==> src/rtl/core/dds_pkg.sv <==
// Shared types, constants and tables for the delta decimal stream formatter.
`default_nettype none
package dds_pkg;

  localparam int VALUE_W        = 32;
  localparam int COUNT_W        = 32;
  localparam int SUM_W          = 64;
  localparam int GAP_BITS       = 16;
  localparam int DEC_DIGITS     = 10;
  localparam int DIGIT_IDX_W    = $clog2(DEC_DIGITS);
  localparam int WIDE_W         = 36;
  localparam int QUEUE_DEPTH_DEF = 2;

  localparam logic [7:0] ASCII_ZERO = 8'h30;
  localparam logic [7:0] ASCII_NL   = 8'h0A;

  localparam logic [1:0] MODE_DEC_VALUE = 2'd0;
  localparam logic [1:0] MODE_BIN_VALUE = 2'd1;
  localparam logic [1:0] MODE_DEC_GAP   = 2'd2;
  localparam logic [1:0] MODE_BIN_GAP   = 2'd3;

  localparam logic REG_FORMAT_MODE = 1'b0;
  localparam logic REG_START_VALUE = 1'b1;

  localparam logic [WIDE_W-1:0] POW10 [DEC_DIGITS] = '{
    36'd1, 36'd10, 36'd100, 36'd1000, 36'd10000, 36'd100000,
    36'd1000000, 36'd10000000, 36'd100000000, 36'd1000000000
  };

  typedef enum logic [1:0] {
    KIND_ERR,
    KIND_DEC,
    KIND_BIN4,
    KIND_BIN2
  } kind_t;

  typedef struct packed {
    kind_t                  kind;
    logic [VALUE_W-1:0]     data;
    logic [DIGIT_IDX_W-1:0] top;
    logic [COUNT_W-1:0]     count;
    logic [SUM_W-1:0]       sum;
  } cmd_t;

endpackage
`default_nettype wire

==> src/rtl/core/dds_front.sv <==
// Front end: takes items, checks the gap, updates running state, builds commands.
`default_nettype none
module dds_front import dds_pkg::*; (
  input  wire logic               clk,
  input  wire logic               rst,
  input  wire logic               cfg_we,
  input  wire logic               cfg_index,
  input  wire logic [31:0]        cfg_data,
  input  wire logic               in_valid,
  input  wire logic [VALUE_W-1:0] value_in,
  input  wire logic               q_ready,
  output logic                    in_stall,
  output logic                    q_push,
  output cmd_t                    q_cmd
);

  logic [1:0]         format_mode;
  logic [VALUE_W-1:0] previous_value;
  logic [COUNT_W-1:0] accepted_count;
  logic [SUM_W-1:0]   running_sum;

  logic [VALUE_W-1:0] gap;
  logic               gap_err;
  logic [VALUE_W-1:0] opnd;
  logic [COUNT_W-1:0] count_next;
  logic [SUM_W-1:0]   sum_next;

  assign in_stall   = !q_ready;
  assign q_push     = in_valid && q_ready;
  assign gap        = value_in - previous_value;
  assign gap_err    = |gap[VALUE_W-1:GAP_BITS];
  assign count_next = accepted_count + 1'b1;
  assign sum_next   = running_sum + {{(SUM_W-VALUE_W){1'b0}}, value_in};

  always_comb begin
    logic [DIGIT_IDX_W-1:0] top;
    opnd = format_mode[1] ? {{(VALUE_W-GAP_BITS){1'b0}}, gap[GAP_BITS-1:0]} : value_in;
    top  = '0;
    for (int k = 1; k < DEC_DIGITS; k++) begin
      if ({{(WIDE_W-VALUE_W){1'b0}}, opnd} >= POW10[k]) top = DIGIT_IDX_W'(k);
    end
    q_cmd.data = opnd;
    q_cmd.top  = top;
    if (gap_err) begin
      q_cmd.kind  = KIND_ERR;
      q_cmd.count = accepted_count;
      q_cmd.sum   = running_sum;
    end else begin
      unique case (format_mode)
        MODE_DEC_VALUE: q_cmd.kind = KIND_DEC;
        MODE_BIN_VALUE: q_cmd.kind = KIND_BIN4;
        MODE_DEC_GAP:   q_cmd.kind = KIND_DEC;
        MODE_BIN_GAP:   q_cmd.kind = KIND_BIN2;
        default:        q_cmd.kind = KIND_DEC;
      endcase
      q_cmd.count = count_next;
      q_cmd.sum   = sum_next;
    end
  end

  always_ff @(posedge clk) begin
    if (rst) begin
      format_mode    <= MODE_DEC_VALUE;
      previous_value <= '0;
      accepted_count <= '0;
      running_sum    <= '0;
    end else begin
      if (cfg_we) begin
        unique case (cfg_index)
          REG_FORMAT_MODE: format_mode    <= cfg_data[1:0];
          REG_START_VALUE: previous_value <= cfg_data[VALUE_W-1:0];
          default: ;
        endcase
      end else if (q_push && !gap_err) begin
        previous_value <= value_in;
        accepted_count <= count_next;
        running_sum    <= sum_next;
      end
    end
  end

endmodule
`default_nettype wire

==> src/rtl/core/dds_queue.sv <==
// Short command queue between the front and back ends.
`default_nettype none
module dds_queue import dds_pkg::*; #(
  parameter int DEPTH = QUEUE_DEPTH_DEF
) (
  input  wire logic clk,
  input  wire logic rst,
  input  wire logic push,
  input  wire cmd_t push_cmd,
  output logic      ready,
  input  wire logic pop,
  output cmd_t      head,
  output logic      head_valid
);

  localparam int PTR_W = $clog2(DEPTH);
  localparam int CNT_W = $clog2(DEPTH + 1);

  cmd_t             entries [DEPTH];
  logic [PTR_W-1:0] wr_ptr;
  logic [PTR_W-1:0] rd_ptr;
  logic [CNT_W-1:0] fill;

  assign ready      = fill != CNT_W'(DEPTH);
  assign head_valid = fill != '0;
  assign head       = entries[rd_ptr];

  always_ff @(posedge clk) begin
    if (push) entries[wr_ptr] <= push_cmd;
  end

  always_ff @(posedge clk) begin
    if (rst) begin
      wr_ptr <= '0;
      rd_ptr <= '0;
      fill   <= '0;
    end else begin
      if (push) wr_ptr <= (wr_ptr == PTR_W'(DEPTH - 1)) ? '0 : wr_ptr + 1'b1;
      if (pop)  rd_ptr <= (rd_ptr == PTR_W'(DEPTH - 1)) ? '0 : rd_ptr + 1'b1;
      if (push && !pop)      fill <= fill + 1'b1;
      else if (pop && !push) fill <= fill - 1'b1;
    end
  end

endmodule
`default_nettype wire

==> src/rtl/core/dds_back.sv <==
// Back end: expands one command into its byte run, one byte per cycle while the output is not stalled.
`default_nettype none
module dds_back import dds_pkg::*; (
  input  wire logic        clk,
  input  wire logic        rst,
  input  wire cmd_t        head,
  input  wire logic        head_valid,
  output logic             pop,
  output logic             out_valid,
  input  wire logic        out_stall,
  output logic [7:0]       out_byte,
  output logic             last_byte,
  output logic             gap_error,
  output logic [COUNT_W-1:0] item_count,
  output logic [SUM_W-1:0]   value_sum
);

  logic                   busy;
  kind_t                  cur_kind;
  logic [VALUE_W-1:0]     cur_data;
  logic [DIGIT_IDX_W-1:0] cur_k;
  logic                   cur_nl;
  logic [1:0]             cur_pos;
  logic [COUNT_W-1:0]     cur_count;
  logic [SUM_W-1:0]       cur_sum;

  logic                   adv;
  logic [7:0]             byte_c;
  logic                   last_c;
  logic                   err_c;
  logic [VALUE_W-1:0]     rem_next;
  logic [3:0]             dig;

  assign adv = busy && (!out_valid || !out_stall);
  assign pop = head_valid && (!busy || (adv && last_c));

  // most significant digit first against multiples of the current power of ten
  always_comb begin
    logic [WIDE_W-1:0] p;
    logic [WIDE_W-1:0] thr [DEC_DIGITS];
    p   = POW10[cur_k];
    dig = '0;
    for (int d = 0; d < DEC_DIGITS; d++) begin
      thr[d] = p * WIDE_W'(d);
      if ({{(WIDE_W-VALUE_W){1'b0}}, cur_data} >= thr[d]) dig = 4'(d);
    end
    rem_next = cur_data - thr[dig][VALUE_W-1:0];
  end

  always_comb begin
    logic [1:0] idx;
    idx    = 2'd3 - cur_pos;
    byte_c = '0;
    last_c = 1'b0;
    err_c  = 1'b0;
    unique case (cur_kind)
      KIND_ERR: begin
        last_c = 1'b1;
        err_c  = 1'b1;
      end
      KIND_BIN4: begin
        byte_c = cur_data[{idx, 3'b000} +: 8];
        last_c = cur_pos == 2'd3;
      end
      KIND_BIN2: begin
        byte_c = cur_pos[0] ? cur_data[7:0] : cur_data[15:8];
        last_c = cur_pos[0];
      end
      KIND_DEC: begin
        if (cur_nl) begin
          byte_c = ASCII_NL;
          last_c = 1'b1;
        end else begin
          byte_c = ASCII_ZERO + {4'b0000, dig};
        end
      end
      default: ;
    endcase
  end

  always_ff @(posedge clk) begin
    if (rst) begin
      busy      <= 1'b0;
      out_valid <= 1'b0;
    end else begin
      if (pop) busy <= 1'b1;
      else if (adv && last_c) busy <= 1'b0;
      if (adv) out_valid <= 1'b1;
      else if (out_valid && !out_stall) out_valid <= 1'b0;
    end
  end

  always_ff @(posedge clk) begin
    if (adv) begin
      out_byte   <= byte_c;
      last_byte  <= last_c;
      gap_error  <= err_c;
      item_count <= cur_count;
      value_sum  <= cur_sum;
    end
    if (pop) begin
      cur_kind  <= head.kind;
      cur_data  <= head.data;
      cur_k     <= head.top;
      cur_nl    <= 1'b0;
      cur_pos   <= '0;
      cur_count <= head.count;
      cur_sum   <= head.sum;
    end else if (adv && !last_c) begin
      cur_pos <= cur_pos + 1'b1;
      if (cur_kind == KIND_DEC) begin
        cur_data <= rem_next;
        if (cur_k == '0) cur_nl <= 1'b1;
        else cur_k <= cur_k - 1'b1;
      end
    end
  end

endmodule
`default_nettype wire

==> src/rtl/core/delta_decimal_stream_formatter.sv <==
// Top level of the delta decimal stream formatter.
//
// Input channel: in_valid / in_stall / value_in, one 32-bit value per transfer.
// Output channel: out_valid / out_stall, one byte per transfer with last_byte,
// gap_error, item_count and value_sum.
// Configuration: cfg_we / cfg_index / cfg_data; index 0 is the format mode,
// index 1 the start value, which also loads the previous value.
// The front end checks the gap and queues a command for each input transfer; it updates
// count, sum and previous value only when there is no gap error and no configuration
// write. The back end expands each command into bytes, one byte per cycle from the
// output register while the output is not stalled. A value passes through a queue entry
// and the back-end command register before its first byte goes to the output register.
// Each item yields 1 byte for a gap error, 2 or 4 in binary modes, digits plus one (2 to
// 11) in decimal modes; the next command is taken as the last byte of one is emitted.
// in_stall rises when the command queue is full.
// Reset clears mode, previous value, count and sum, and empties the queue.
// A stalled receiver holds the output byte; the queue then fills and
// backpressure reaches the input.
`default_nettype none
module delta_decimal_stream_formatter import dds_pkg::*; #(
  parameter int QUEUE_DEPTH = QUEUE_DEPTH_DEF
) (
  input  wire logic               clk,
  input  wire logic               rst,
  input  wire logic               cfg_we,
  input  wire logic               cfg_index,
  input  wire logic [31:0]        cfg_data,
  input  wire logic               in_valid,
  output logic                    in_stall,
  input  wire logic [VALUE_W-1:0] value_in,
  output logic                    out_valid,
  input  wire logic               out_stall,
  output logic [7:0]              out_byte,
  output logic                    last_byte,
  output logic                    gap_error,
  output logic [COUNT_W-1:0]      item_count,
  output logic [SUM_W-1:0]        value_sum
);

  logic q_ready;
  logic q_push;
  cmd_t q_cmd;
  logic q_pop;
  cmd_t q_head;
  logic q_head_valid;

  dds_front u_front (
    .clk      (clk),
    .rst      (rst),
    .cfg_we   (cfg_we),
    .cfg_index(cfg_index),
    .cfg_data (cfg_data),
    .in_valid (in_valid),
    .value_in (value_in),
    .q_ready  (q_ready),
    .in_stall (in_stall),
    .q_push   (q_push),
    .q_cmd    (q_cmd)
  );

  dds_queue #(.DEPTH(QUEUE_DEPTH)) u_queue (
    .clk       (clk),
    .rst       (rst),
    .push      (q_push),
    .push_cmd  (q_cmd),
    .ready     (q_ready),
    .pop       (q_pop),
    .head      (q_head),
    .head_valid(q_head_valid)
  );

  dds_back u_back (
    .clk       (clk),
    .rst       (rst),
    .head      (q_head),
    .head_valid(q_head_valid),
    .pop       (q_pop),
    .out_valid (out_valid),
    .out_stall (out_stall),
    .out_byte  (out_byte),
    .last_byte (last_byte),
    .gap_error (gap_error),
    .item_count(item_count),
    .value_sum (value_sum)
  );

endmodule
`default_nettype wire

==> config.mk <==
export PLATFORM = sky130hd
export DESIGN_NAME = delta_decimal_stream_formatter
export DESIGN_NICKNAME = d
export VERILOG_FILES = /design/src/rtl/core/dds_pkg.sv /design/src/rtl/core/dds_front.sv /design/src/rtl/core/dds_queue.sv /design/src/rtl/core/dds_back.sv /design/src/rtl/core/delta_decimal_stream_formatter.sv
export SDC_FILE = /design/constraint.sdc
export NUM_CORES = 2
export LEC_CHECK = 0
export CAP_MARGIN = 15
export CORE_MARGIN = 8
export CORE_UTILIZATION = 34
export CTS_CLUSTER_DIAMETER = 200
export DETAILED_ROUTE_END_ITERATION = 6
export DONT_BUFFER_PORTS = 1
export HOLD_SLACK_MARGIN = 0.03
export PLACE_DENSITY = 0.54
export SYNTH_ARGS = -nofsm -noshare
export SYNTH_HDL_FRONTEND = slang
export SYNTH_SLANG_ARGS = --single-unit
==> constraint.sdc <==
create_clock -name clk -period 10.9 [get_ports clk]
set_input_delay 0.545 -clock clk [delete_from_list [all_inputs] [get_ports clk]]
set_output_delay 0.545 -clock clk [all_outputs]
set_load 0.03 [all_outputs]
==> metrics.yaml <==
outcome: "completed"
ant_nets: 0
fin_cells: 6011
drc: 0
clk_latency_ns: 0.67
vias: 33820
fin_crit_sh_pct: 93.61
hold_class: "input pin to flop"
cts_tree: "built"
rrSetupSlack_ns: 0.70
synth.avg_cell_area_um2: 10.23
arrival_ns: 10.59
worst_slew_pin_slew_ns: 1.138
die_height_um: 371.2
path_clk_slew_ns: 0.08
dp_cells: 5861
fp.dieW_um: 371.2
netlist_area_um2: 42880
hold_viol: 0
core_area_um2: 125400
die_area_um2: 137800
tns_ns: 0
worstSetupPathType: "flop to flop"
layout_min_cycle_time_ns: 10.20
crit_required_ns: 11.29
hp-start: "out_stall"
drv_slew: 0
multiInputGateArea_um2: 23550
rsz0062_at_grt: "no"
ys_types: 94
initial_core_util_pct: 34.20
gp_congestion: 0.9866
fin_ws_ns: 0.6967
grt.overflow.total: 0
clock_path_buffers: 3
timing.rr.start: "u_back.cur_k[0]"
ios: 178
ys_warn_count: 0
maxCapViolCount: 0
rr_worst_depth: 41
wl_um: 142100
netlist_instances: 4191
start_kind: "flop"
synth_top_area_share_pct: 35.57
synth_edf_count: 508
slew_headroom_pct: 23.12
ys_ff_latch: 648
nets: 4831
numClockSinks: 648
grt_pass1_wl_um: 210500
grt_pass1_vias: 32730
async_flop_share_pct: 0
regArea_um2: 18060
reg2reg_to: "u_back.cur_data[31]"
holdPathEnd: "u_back.out_valid"
synth_flop_cell: "edfxtp_1"
place_ws_ns: 0.3379
rows: 130
holdPathStages: 2
synth_seq_area_share_pct: 42.11
portBuffers: 0
firstDrtPassIters: 5
grt_usage_pct: 19.97
grt_max_degree: 107
setup_viol: 0
area_delta_synth_final_pct: 12.97
critical_path.endpoint_type: "flop"
num-fill-cells: 12240
fin_worst_skew_ns: 0.05863
yosys.area.top_type: "edfxtp_1"
crit_path_max_incr_delay_ns: 0.51
dpl.hpwl_um: 104900
cts_root_buf: "clkbuf_16"
htree_levels: 3
routed_via_density: 5.627
dr.first_iter.drc_count: 2805
synth_area_leaders: "edfxtp_1, ha_1, dfxtp_1"
numCtsBuffers: 75
fmaxAchievable_mhz: 98.01
drive_above_1_share_pct: 11.91
crit_fanout: 17
wl_per_cell_um: 23.64
critPathSlowestCell: "o311ai_0"
antenna_found_initial: 5
logic make-up after synthesis:
| logic type | synth area share, % |
|---|---|
| AND/OR/NAND/NOR | 13.70 |
| adder cells (fa/ha/maj) | 13.92 |
| multiplexers | 5.260 |
| other | 0.008744 |
| XOR/XNOR | 4.598 |
| AO/OA/AOI/OAI | 17.24 |
| flip-flops | 42.11 |
| buffers and inverters | 3.171 |
worst max-delay path: cells and delay by family, from the launching register on:
| family | cells | cell delay, ns |
|---|---|---|
| compound gates | 17 | 4.12 |
| fa+ha+maj | 5 | 1.63 |
| simple gates | 9 | 1.61 |
| buf+inv | 5 | 0.98 |
| xor+xnor | 2 | 0.69 |
| mux | 3 | 0.47 |
| flops | 1 | 0.39 |
what timing repair did:
item,4_1_cts,5_1_grt
endpoints found under the hold margin,106,0
resized for setup,0,6
setup buffers,0,3
hold buffers,5,0
setup endpoints to repair,0,9
flip-flops by register name, indices dropped and copies added (netlist names), named ones only:
name / cells
u_back.cur_data: 32
u_queue.rd_ptr: 1
u_back.cur_nl: 1
u_back.cur_count: 32
u_front.previous_value: 32
u_front.accepted_count: 32
u_queue.entries: 268
u_back.cur_kind: 2
u_back.cur_pos: 2
u_back.cur_k: 4
u_front.running_sum: 64
u_back.cur_sum: 64
u_front.format_mode: 2
u_queue.wr_ptr: 1
u_back.busy: 1
u_back.last_byte: 1
u_queue.fill: 2
u_back.gap_error: 1
u_back.value_sum: 64
u_back.item_count: 32
u_back.out_byte: 8
u_back.out_valid: 1
per-layer routing:
metal  track usage [%]  share of wire [%]  up-vias
met2             32.83                 46      959
met3             3.754                6.3      197
li1                  -                  -    16190
met5                 0              0.022        -
met4             5.730                2.8        4
met1             26.76                 45    16470
area by class of cell:
class	count	share of cell area, %
clock inverter	47	0.9478
multi-input combinational	3192	48.60
timing repair buffer	204	3.373
sequential	648	37.28
clock buffer	91	4.148
antenna	4	0.02066
tap	1650	4.261
inverter	175	1.371
worst max-delay path by stage:
stage,from,end,slack [ns],depth (start not counted)
2_1_floorplan,u_back.cur_k[0],u_back.cur_data[31],1.33,45
3_3_place_gp,u_back.cur_k[1],u_back.cur_data[31],0.23,41
3_5_place_dp,u_back.cur_k[1],u_back.cur_data[31],0.34,41
4_1_cts,u_back.cur_k[1],u_back.cur_data[31],0.27,41
5_1_grt,u_back.cur_k[0],u_back.cur_data[31],0.03,43
6_report,u_back.cur_k[0],u_back.cur_data[31],0.70,41
Yosys cell counts (all sizes together), types with 40 or more instances:
cell,n
a21o,76
inv,174
edfxtp,508
nor2,276
nand2,293
ha,445
dfxtp,140
or4,48
nor3,92
a211oi,58
o31ai,57
clkbuf,149
nand2b,41
o21ai,224
or3,54
xnor2,104
nand3,78
xor2,116
nand4,68
nor2b,93
mux2,127
o21a,40
a21oi,338
mux2i,78
metrics by stage:
| stage | instance area [µm²] | hold WS (ns) | utilization (%) |
|---|---|---|---|
| 2_1_floorplan | 42890 | 0.4003 | - |
| 3_3_place_gp | 45850 | 0.4011 | 36.56 |
| 3_5_place_dp | 45850 | 0.4045 | 36.56 |
| 4_1_cts | 48390 | 0.03354 | 38.59 |
| 5_1_grt | 48440 | 0.08092 | 38.63 |
| 6_report | 48450 | 0.07338 | 38.63 |
placed cells by master, fill, tap and decap left out, drive strengths merged, types with 116 or more instances in the layout:
| cell type | synthesis | layout |
|---|---|---|
| inv | 174 | 178 |
| mux2 | 127 | 127 |
| buf | 28 | 201 |
| nor2 | 276 | 276 |
| nand2 | 293 | 293 |
| edfxtp | 508 | 508 |
| dfxtp | 140 | 140 |
| ha | 445 | 445 |
| xor2 | 116 | 116 |
| a21oi | 338 | 338 |
| o21ai | 224 | 224 |
Power is left out: the tool's default activity adds up to more than one toggle a clock period on the data nets, which glitch-free logic cannot reach.
